[config.mk]
export PLATFORM = sky130hd
export DESIGN_NAME = dns_response_a_record_extractor_unit
export DESIGN_NICKNAME = d
export VERILOG_FILES = /design/src/rtl/dnsa_pkg.sv /design/src/rtl/dnsa_in_stage.sv /design/src/rtl/dnsa_parser.sv /design/src/rtl/dnsa_out_stage.sv /design/src/rtl/dns_response_a_record_extractor_unit.sv
export SDC_FILE = /design/constraint.sdc
export NUM_CORES = 1
export LEC_CHECK = 0
export ABC_AREA = 1
export BUFFER_PORTS_ARGS = -buffer_cell sky130_fd_sc_hd__buf_2
export CAP_MARGIN = 30
export CORE_UTILIZATION = 40
export DETAILED_ROUTE_END_ITERATION = 7
export PLACE_DENSITY_LB_ADDON = 0.05
export SYNTH_ARGS = -nofsm -noshare
export SYNTH_HDL_FRONTEND = slang
export SYNTH_SLANG_ARGS = --single-unit
[constraint.sdc]
create_clock -name clk_i -period 10.71 [get_ports clk_i]
set_clock_uncertainty 0.15 [all_clocks]
set_input_delay 2.142 -clock clk_i [delete_from_list [all_inputs] [get_ports clk_i]]
set_output_delay 2.142 -clock clk_i [all_outputs]
set_load 0.1 [all_outputs]
[src/rtl/dnsa_pkg.sv]
// shared types and codes for the dns a-record extractor
// no dependencies; used by every module of the block
package dnsa_pkg;

  localparam int unsigned ByteW = 8;
  localparam int unsigned AddrW = 32;
  localparam int unsigned StatusW = 3;

  typedef enum logic [StatusW-1:0] {
    ST_OK      = 3'd0,
    ST_SHORT   = 3'd1,
    ST_HDR     = 3'd2,
    ST_NAME    = 3'd3,
    ST_TRUNC   = 3'd4,
    ST_ALEN    = 3'd5,
    ST_NOA     = 3'd6,
    ST_PENDING = 3'd7
  } status_e;

  typedef struct packed {
    logic [ByteW-1:0] data_byte;
    logic             final_byte;
  } in_t;

  typedef struct packed {
    logic               found;
    logic [AddrW-1:0]   ipv4_address;
    logic [StatusW-1:0] status;
  } out_t;

endpackage

[src/rtl/dnsa_in_stage.sv]
// input register for the byte stream
// depends on dnsa_pkg
module dnsa_in_stage import dnsa_pkg::*; (
  input  logic clk_i,
  input  logic rst_ni,
  input  logic in_valid_i,
  output logic in_stall_o,
  input  in_t  in_data_i,
  input  logic adv_i,
  output logic take_o,
  output in_t  item_o
);

  logic valid_q;
  in_t  data_q;
  logic load;

  assign load       = !valid_q || adv_i;
  assign in_stall_o = !load;
  assign take_o     = valid_q && adv_i;
  assign item_o     = data_q;

  always_ff @(posedge clk_i or negedge rst_ni) begin
    if (!rst_ni) begin
      valid_q <= 1'b0;
    end else if (load) begin
      valid_q <= in_valid_i;
    end
  end

  always_ff @(posedge clk_i) begin
    if (load && in_valid_i) begin
      data_q <= in_data_i;
    end
  end

endmodule

[src/rtl/dnsa_parser.sv]
// per-byte parse state and verdict logic for a dns response
// depends on dnsa_pkg
module dnsa_parser import dnsa_pkg::*; (
  input  logic clk_i,
  input  logic rst_ni,
  input  logic take_i,
  input  in_t  item_i,
  output logic res_valid_o,
  output out_t res_o
);

  typedef enum logic [3:0] {
    PH_HEADER = 4'd0,
    PH_NAME1  = 4'd1,
    PH_PTR2   = 4'd2,
    PH_LABEL  = 4'd3,
    PH_LABLEN = 4'd4,
    PH_QSUF   = 4'd5,
    PH_RSUF   = 4'd6,
    PH_DATA   = 4'd7,
    PH_BADA   = 4'd8,
    PH_ADDR   = 4'd9,
    PH_DONE   = 4'd10
  } phase_e;

  phase_e           phase_q, phase_d;
  logic [3:0]       cnt_q, cnt_d;
  logic [5:0]       lab_q, lab_d;
  logic [15:0]      ans_q, ans_d;
  logic [15:0]      rtype_q, rtype_d;
  logic [15:0]      dlen_q, dlen_d;
  logic [AddrW-1:0] addr_q, addr_d;
  status_e          verdict_q, verdict_d;
  logic             hdr_bad_q, hdr_bad_d;
  logic             in_ans_q, in_ans_d;
  logic [ByteW-1:0] b;
  status_e          st;

  assign b = item_i.data_byte;

  always_comb begin
    phase_d   = phase_q;
    cnt_d     = cnt_q;
    lab_d     = lab_q;
    ans_d     = ans_q;
    rtype_d   = rtype_q;
    dlen_d    = dlen_q;
    addr_d    = addr_q;
    verdict_d = verdict_q;
    hdr_bad_d = hdr_bad_q;
    in_ans_d  = in_ans_q;
    st        = ST_PENDING;
    if (take_i) begin
      unique case (phase_q)
        PH_HEADER: begin
          if (cnt_q == 4'd2 && !b[7]) hdr_bad_d = 1'b1;
          if (cnt_q == 4'd4 && b != 8'd0) hdr_bad_d = 1'b1;
          if (cnt_q == 4'd5 && b != 8'd1) hdr_bad_d = 1'b1;
          if (cnt_q == 4'd6) ans_d = {b, 8'h00};
          if (cnt_q == 4'd7) ans_d = {ans_q[15:8], b};
          if (cnt_q == 4'd11) begin
            cnt_d = 4'd0;
            if (hdr_bad_d) begin
              verdict_d = ST_HDR;
              phase_d   = PH_DONE;
            end else begin
              phase_d = PH_NAME1;
            end
          end else begin
            cnt_d = cnt_q + 4'd1;
          end
        end
        PH_NAME1: begin
          if (b == 8'd0) begin
            cnt_d   = 4'd0;
            phase_d = in_ans_q ? PH_RSUF : PH_QSUF;
          end else if (b[7:6] == 2'b11) begin
            phase_d = PH_PTR2;
          end else if (b[7:6] != 2'b00) begin
            verdict_d = ST_NAME;
            phase_d   = PH_DONE;
          end else begin
            lab_d   = b[5:0];
            phase_d = PH_LABEL;
          end
        end
        PH_PTR2: begin
          cnt_d   = 4'd0;
          phase_d = in_ans_q ? PH_RSUF : PH_QSUF;
        end
        PH_LABEL: begin
          lab_d = lab_q - 6'd1;
          if (lab_q == 6'd1) phase_d = PH_LABLEN;
        end
        PH_LABLEN: begin
          if (b == 8'd0) begin
            cnt_d   = 4'd0;
            phase_d = in_ans_q ? PH_RSUF : PH_QSUF;
          end else if (b[7:6] != 2'b00) begin
            verdict_d = ST_NAME;
            phase_d   = PH_DONE;
          end else begin
            lab_d   = b[5:0];
            phase_d = PH_LABEL;
          end
        end
        PH_QSUF: begin
          cnt_d = cnt_q + 4'd1;
          if (cnt_q == 4'd3) begin
            in_ans_d = 1'b1;
            if (ans_q == 16'd0) begin
              verdict_d = ST_NOA;
              phase_d   = PH_DONE;
            end else begin
              phase_d = PH_NAME1;
            end
          end
        end
        PH_RSUF: begin
          if (cnt_q == 4'd0) rtype_d = {b, 8'h00};
          if (cnt_q == 4'd1) rtype_d = {rtype_q[15:8], b};
          if (cnt_q == 4'd8) dlen_d = {b, 8'h00};
          if (cnt_q == 4'd9) dlen_d = {dlen_q[15:8], b};
          if (cnt_q == 4'd9) begin
            cnt_d = 4'd0;
            if (rtype_q == 16'd1) begin
              if (dlen_d == 16'd4) begin
                addr_d  = '0;
                phase_d = PH_ADDR;
              end else if (dlen_d == 16'd0) begin
                verdict_d = ST_ALEN;
                phase_d   = PH_DONE;
              end else begin
                phase_d = PH_BADA;
              end
            end else if (dlen_d == 16'd0) begin
              ans_d = ans_q - 16'd1;
              if (ans_q == 16'd1) begin
                verdict_d = ST_NOA;
                phase_d   = PH_DONE;
              end else begin
                phase_d = PH_NAME1;
              end
            end else begin
              phase_d = PH_DATA;
            end
          end else begin
            cnt_d = cnt_q + 4'd1;
          end
        end
        PH_DATA: begin
          dlen_d = dlen_q - 16'd1;
          if (dlen_q == 16'd1) begin
            ans_d = ans_q - 16'd1;
            if (ans_q == 16'd1) begin
              verdict_d = ST_NOA;
              phase_d   = PH_DONE;
            end else begin
              phase_d = PH_NAME1;
            end
          end
        end
        PH_BADA: begin
          dlen_d = dlen_q - 16'd1;
          if (dlen_q == 16'd1) begin
            verdict_d = ST_ALEN;
            phase_d   = PH_DONE;
          end
        end
        PH_ADDR: begin
          addr_d = {addr_q[AddrW-ByteW-1:0], b};
          cnt_d  = cnt_q + 4'd1;
          if (cnt_q == 4'd3) begin
            verdict_d = ST_OK;
            phase_d   = PH_DONE;
          end
        end
        PH_DONE: begin
        end
        default: begin
        end
      endcase

      if (item_i.final_byte) begin
        if (verdict_d == ST_PENDING) begin
          st = (phase_d == PH_HEADER) ? ST_SHORT : ST_TRUNC;
        end else begin
          st = verdict_d;
        end
        // back to a clean state for the next datagram
        phase_d   = PH_HEADER;
        cnt_d     = 4'd0;
        lab_d     = 6'd0;
        ans_d     = 16'd0;
        rtype_d   = 16'd0;
        dlen_d    = 16'd0;
        verdict_d = ST_PENDING;
        hdr_bad_d = 1'b0;
        in_ans_d  = 1'b0;
      end
    end
  end

  assign res_valid_o        = take_i && item_i.final_byte;
  assign res_o.found        = (st == ST_OK);
  assign res_o.ipv4_address = (st == ST_OK) ? addr_d : '1;
  assign res_o.status       = st;

  always_ff @(posedge clk_i or negedge rst_ni) begin
    if (!rst_ni) begin
      phase_q   <= PH_HEADER;
      cnt_q     <= 4'd0;
      lab_q     <= 6'd0;
      ans_q     <= 16'd0;
      rtype_q   <= 16'd0;
      dlen_q    <= 16'd0;
      addr_q    <= '0;
      verdict_q <= ST_PENDING;
      hdr_bad_q <= 1'b0;
      in_ans_q  <= 1'b0;
    end else begin
      phase_q   <= phase_d;
      cnt_q     <= cnt_d;
      lab_q     <= lab_d;
      ans_q     <= ans_d;
      rtype_q   <= rtype_d;
      dlen_q    <= dlen_d;
      addr_q    <= addr_d;
      verdict_q <= verdict_d;
      hdr_bad_q <= hdr_bad_d;
      in_ans_q  <= in_ans_d;
    end
  end

  a_done_iff_verdict: assert property (@(posedge clk_i) disable iff (!rst_ni)
    (phase_q == PH_DONE) == (verdict_q != ST_PENDING))
    else $error("done phase and verdict disagree");

  a_label_nonzero: assert property (@(posedge clk_i) disable iff (!rst_ni)
    (phase_q == PH_LABEL) |-> (lab_q != 6'd0))
    else $error("label phase with empty label count");

  a_addr_count: assert property (@(posedge clk_i) disable iff (!rst_ni)
    (phase_q == PH_ADDR) |-> (cnt_q < 4'd4))
    else $error("address byte count out of range");

  a_final_resets: assert property (@(posedge clk_i) disable iff (!rst_ni)
    res_valid_o |=> (phase_q == PH_HEADER && cnt_q == 4'd0 && !in_ans_q))
    else $error("state not cleared after last byte");

  a_found_ok: assert property (@(posedge clk_i) disable iff (!rst_ni)
    res_valid_o |-> (res_o.found == (res_o.status == ST_OK)) && (res_o.status != ST_PENDING))
    else $error("result found flag and status disagree");

endmodule

[src/rtl/dnsa_out_stage.sv]
// result register between the parser and the output channel
// depends on dnsa_pkg
module dnsa_out_stage import dnsa_pkg::*; (
  input  logic clk_i,
  input  logic rst_ni,
  input  logic res_valid_i,
  input  out_t res_i,
  output logic adv_o,
  output logic out_valid_o,
  input  logic out_stall_i,
  output out_t out_data_o
);

  logic valid_q;
  out_t data_q;

  assign adv_o       = !valid_q || !out_stall_i;
  assign out_valid_o = valid_q;
  assign out_data_o  = data_q;

  always_ff @(posedge clk_i or negedge rst_ni) begin
    if (!rst_ni) begin
      valid_q <= 1'b0;
    end else if (adv_o) begin
      valid_q <= res_valid_i;
    end
  end

  always_ff @(posedge clk_i) begin
    if (adv_o && res_valid_i) begin
      data_q <= res_i;
    end
  end

endmodule

[src/rtl/dns_response_a_record_extractor_unit.sv]
// a result is valid once its last byte has passed the input register and then the result register (two registers)
// throughput: one byte per cycle; input stalls only while a held result sees out_stall_i
// reset: asynchronous, active low; parse state returns to the header phase, both registers empty
// top level of the dns response a-record extractor
// depends on dnsa_pkg, dnsa_in_stage, dnsa_parser, dnsa_out_stage
module dns_response_a_record_extractor_unit import dnsa_pkg::*; (
  input  logic clk_i,
  input  logic rst_ni,
  input  logic in_valid_i,
  output logic in_stall_o,
  input  in_t  in_data_i,
  output logic out_valid_o,
  input  logic out_stall_i,
  output out_t out_data_o
);

  logic adv;
  logic take;
  in_t  item;
  logic res_valid;
  out_t res;

  dnsa_in_stage u_in (
    .clk_i      (clk_i),
    .rst_ni     (rst_ni),
    .in_valid_i (in_valid_i),
    .in_stall_o (in_stall_o),
    .in_data_i  (in_data_i),
    .adv_i      (adv),
    .take_o     (take),
    .item_o     (item)
  );

  dnsa_parser u_parser (
    .clk_i       (clk_i),
    .rst_ni      (rst_ni),
    .take_i      (take),
    .item_i      (item),
    .res_valid_o (res_valid),
    .res_o       (res)
  );

  dnsa_out_stage u_out (
    .clk_i       (clk_i),
    .rst_ni      (rst_ni),
    .res_valid_i (res_valid),
    .res_i       (res),
    .adv_o       (adv),
    .out_valid_o (out_valid_o),
    .out_stall_i (out_stall_i),
    .out_data_o  (out_data_o)
  );

endmodule
==> results.md <==
- The clock period minus worst slack is 5.18 ns.
- The synthesized design devotes to its leading area cell type between 20 and 30% of total area.
- The TritonCTS buffer count is 17.
- After synthesis, the largest family of logic cells by area is simple AND/OR/NAND/NOR gates.
- The remaining design rule violation count is 0.
- The number of antenna diodes in the final layout is 0.
- The count of cell types in the netlist is 47.
- In this run the mean area of a mapped cell was 7.88 sq um.
- The sum of routed wire length over all layers is roughly 24000 um.
- Dividing the detail-routed via count by the number of cells gives between 5 and 6.
- The starting DRC count in detailed routing is 519.
- The measured slew at the worst slew-check pin is 0.980 ns.
- Port buffering added 50 buffers.
- The effective utilization at floorplan is 41.0%.
- The largest total area in the synthesized netlist belongs to dfrtp_1.
- The critical path data arrival time is just under 3 ns.
- Global routing finished with a remaining overflow of 0.
- The iteration count of the initial detailed-routing pass is 6.
- In this run the post-CTS setup repair buffer count came out at 0.
- The finished layout holds 1383 standard cells, fillers aside.
- Setup repair after global routing left no endpoint under its margin.
- The number of cells produced by synthesis is 1057.
- In the final timing run, aggregate negative setup slack is 0 ns.
- Power comes to ~0.0028 W.
- The startpoint identified for the worst hold timing path is u_parser.addr_q[25]$_DFF_PN0_.
- Detailed routing inserted a total of 7382 vias.
- The number of storage elements in the synthesis netlist is 146.
- STA classifies the critical path endpoint as an output pin.
- The maximum clock frequency is just under 200 MHz.
- The leakage power is 4.39 nW.
- During I/O placement, the number of pins put on the boundary was 51.
- The average routed wire per standard cell is 17.6 um.
- In this run the cell area measured after placement is 8810 sq um.
- Of the available clock period, the critical path in the final layout requires 48.4%.
- The register-to-register setup slack is 6.25 ns.
- The layout has 2068 filler cells.
- The later pin in the worst-skew pair is clocked with a latency of 0.43 ns.
- By area the synthesized netlist is led by dfrtp_1, edfxtp_1, nand2_1.
- The synthesized netlist devotes 2.10% of its cell area to adder and majority cells.
- The placed wire-length estimate after detailed placement is 17100 um.
- The combined global-route utilization of all metal layers is 23.8%.
- The count of final max-slew check failures is 0.
- CTS placed an instance of clkbuf_16 at the clock tree root.
- From bottom edge to top edge, the die measures 146 um.
- The clock-pin slew on the worst setup and hold paths is 0.07 ns.
- The number of flops mapped to enable cells by yosys is 45.
- The register area share after synthesis is 46.6%.
- The die covers ~21000 sq um.
- The layout cell share with drive strength beyond 1 is 11.0%.
- In the final layout, the multi-input gates occupy 3650 sq um.
- The number of antenna violations at the first check in global routing is 0.
- The area added between synthesis and finish is 13.2%.
- The TritonCTS clock tree is built.
- The yosys synthesis warning count is 0.
- Data on the critical path is required at its endpoint by 8.42 ns.
- The total placed cells including tap cells is 1350.
- The endpoint identified for the worst register-to-register timing path is u_out.out_data_o[24]$_SDFFCE_PP1P_.
- The areal power density over the cells is 293 nW/um^2.
- The synthesized-area fraction occupied by ao, oa, aoi and oai cells is 15.3%.
- The first-pass GRT wire length is 39500 um.
- The longest clock path from root to sink contains 2 buffers.
- The hold buffer count at CTS is 0.
- Once detail routing completed, the nets flagged for antenna violations numbered 0.
- The clock net in this run drives a total of approximately 150 sinks.
- STA classifies the critical path startpoint as a primary input.
- In the final layout, flip-flops and latches occupy a little under 4000 sq um.
- The maximum number of pins on one net before global-route repair is between 50 and 60.
- The run finished with clean final reports.
- The reg-to-reg startpoint is u_parser.cnt_q[0]$_DFFE_PN0P_.
- Of all nets on the critical path, the largest fanout is 3.
- The number of global-route vias before repair is 7201.
- The proportion of synthesized area in mux cells is 0%.
- The post-cts sizing count is 0.
- The dominant synthesized flop cell is dfrtp_1.
- The number of H-tree levels is 4.
- The critical path is of the primary input to output pin type.
- The hold path depth is 2.
- In this run the cell area of the synthesized design comes to 8320 sq um.
- Setup violations remaining at the end of the flow were counted as 0.
- Counting flops with an async set or reset pin after synthesis yields a share of a little under 70%.
- The end of the worst hold path is u_parser.addr_q[25]$_DFF_PN0_.
- The final number of hold-violating endpoints is 0.
- The worst slew margin relative to its limit is 34.4%.
- The area of the core is 20300 sq um.
- At the end of routability-driven placement, the weighted congestion stood at 0.879.
- Row generation in the floorplan step produced 52 rows.
- For this run, the post-layout net count is between 1000 and 1500.
- The die extent in x is 146 um.
- Measured in cells, the most critical reg-to-reg path has a length of 19.
- The type of the tightest min-delay check is register to register.
- Of the total synthesized cell area, the portion taken by AND, OR, NAND and NOR gates is 24.9%.
- The final non-filler cell area is between 9000 and 10000 sq um.
- After Yosys synthesis, XOR and XNOR cells account for between 1 and 1.5% of the synthesized area.
- The worst-case IR drop observed on VDD is 234 uV.
- The count of max-cap constraint violations is 0.
- The number of nets handed over by synthesis was 1084.
==> flip-flops by register name, indices dropped and copies added (netlist names) <==
| name | count |
|---|---|
| u_parser.dlen_q | 16 |
| u_parser.phase_q | 4 |
| u_parser.ans_q | 16 |
| u_parser.rtype_q | 16 |
| u_parser.addr_q | 32 |
| u_parser.lab_q | 6 |
| u_out.out_valid_o | 1 |
| u_parser.hdr_bad_q | 1 |
| u_in.item_o | 9 |
| u_in.valid_q | 1 |
| u_parser.in_ans_q | 1 |
| u_out.out_data_o | 36 |
| u_parser.verdict_q | 3 |
| u_parser.cnt_q | 4 |
==> layout make-up <==
class	count	area share (%)
Clock buffer	17	4.51
Clock inverter	15	1.96
Inverter	167	6.68
Multi-Input combinational cell	710	38.8
Sequential cell	146	41.2
Tap cell	270	3.58
Timing Repair Buffer	58	3.32
==> cells by family after synthesis <==
kind of cell             after synthesis
XOR/XNOR                              13
AO/OA/AOI/OAI                        211
adder cells (fa/ha/maj)               14
AND/OR/NAND/NOR                      472
buffers and inverters                201
flip-flops                           146
==> per-layer routing <==
metal	share of wire, %	global-route usage (%)	up-vias	routed length [um]
met1	47	33.3	3504	11600
met3	5.1	3.88	39	1250
met5	0	1.36	-	0
met2	45	36.4	219	10900
met4	2.6	9.84	0	639
li1	-	-	3620	-
==> cells in the final DEF (no fill, tap or decap), drive strengths merged <==
cell / netlist / routed
dfrtp: 98 / 98
o21ai: 77 / 77
nor3: 17 / 17
bufinv: 0 / 2
xor2: 11 / 11
nand2: 218 / 218
dfstp: 3 / 3
or2: 2 / 2
clkinv: 0 / 2
and3: 1 / 1
a31oi: 3 / 3
o211ai: 4 / 4
nand4: 53 / 53
inv: 167 / 175
a22o: 1 / 1
a32o: 1 / 1
nor2: 130 / 130
o21a: 2 / 2
clkinvlp: 0 / 3
o22ai: 20 / 20
o21bai: 1 / 1
ha: 14 / 14
a21oi: 54 / 54
o2111ai: 3 / 3
xnor2: 2 / 2
a41oi: 1 / 1
a22oi: 32 / 32
edfxtp: 45 / 45
buf: 21 / 58
nand3: 45 / 45
clkbuf: 13 / 17
nor4: 4 / 4
o31ai: 9 / 9
nor3b: 2 / 2
o221ai: 3 / 3
==> stage by stage <==
step / hold slack (ns) / worst slack, ns / util (%)
final: 0.336 / 5.53 / 46.4
after detailed placement: 0.320 / 5.52 / 43.4
after global placement: 0.316 / 5.53 / 43.4
after CTS: 0.338 / 5.53 / 46.4
after floorplan: 0.301 / 4.89 / -
after global routing: 0.347 / 5.45 / 46.4
==> worst max-delay path by stage <==
stage                     start                            endpoint  cells after the start
floorplan           out_stall_i                          in_stall_o                      2
finish              out_stall_i                          in_stall_o                      4
global placement    out_stall_i                          in_stall_o                      4
CTS                 out_stall_i                          in_stall_o                      4
detailed placement  out_stall_i  u_out.out_data_o[24]$_SDFFCE_PP1P_                     11
global route        out_stall_i                          in_stall_o                      4
==> critical path, cell delays in order <==
cell and delay, ns:
buf_2 0.08, nand2_1 0.09, nor2_1 0.14, buf_2 0.44
==> report_power, final <==
group / internal [W] / switching, W / leakage (nW)
clock network: 0.000354 / 0.000279 / 0.290
registers: 0.000699 / 0.0000979 / 1.67
logic: 0.000372 / 0.000958 / 2.44
==> cells in the mapped netlist (all sizes together), types with 20 or more instances <==
library cell  number
a21oi             54
a22oi             32
buf               21
dfrtp             98
edfxtp            45
inv              167
nand2            218
nand3             45
nand4             53
nor2             130
o21ai             77
o22ai             20
Power figures use the tool's default switching activity.
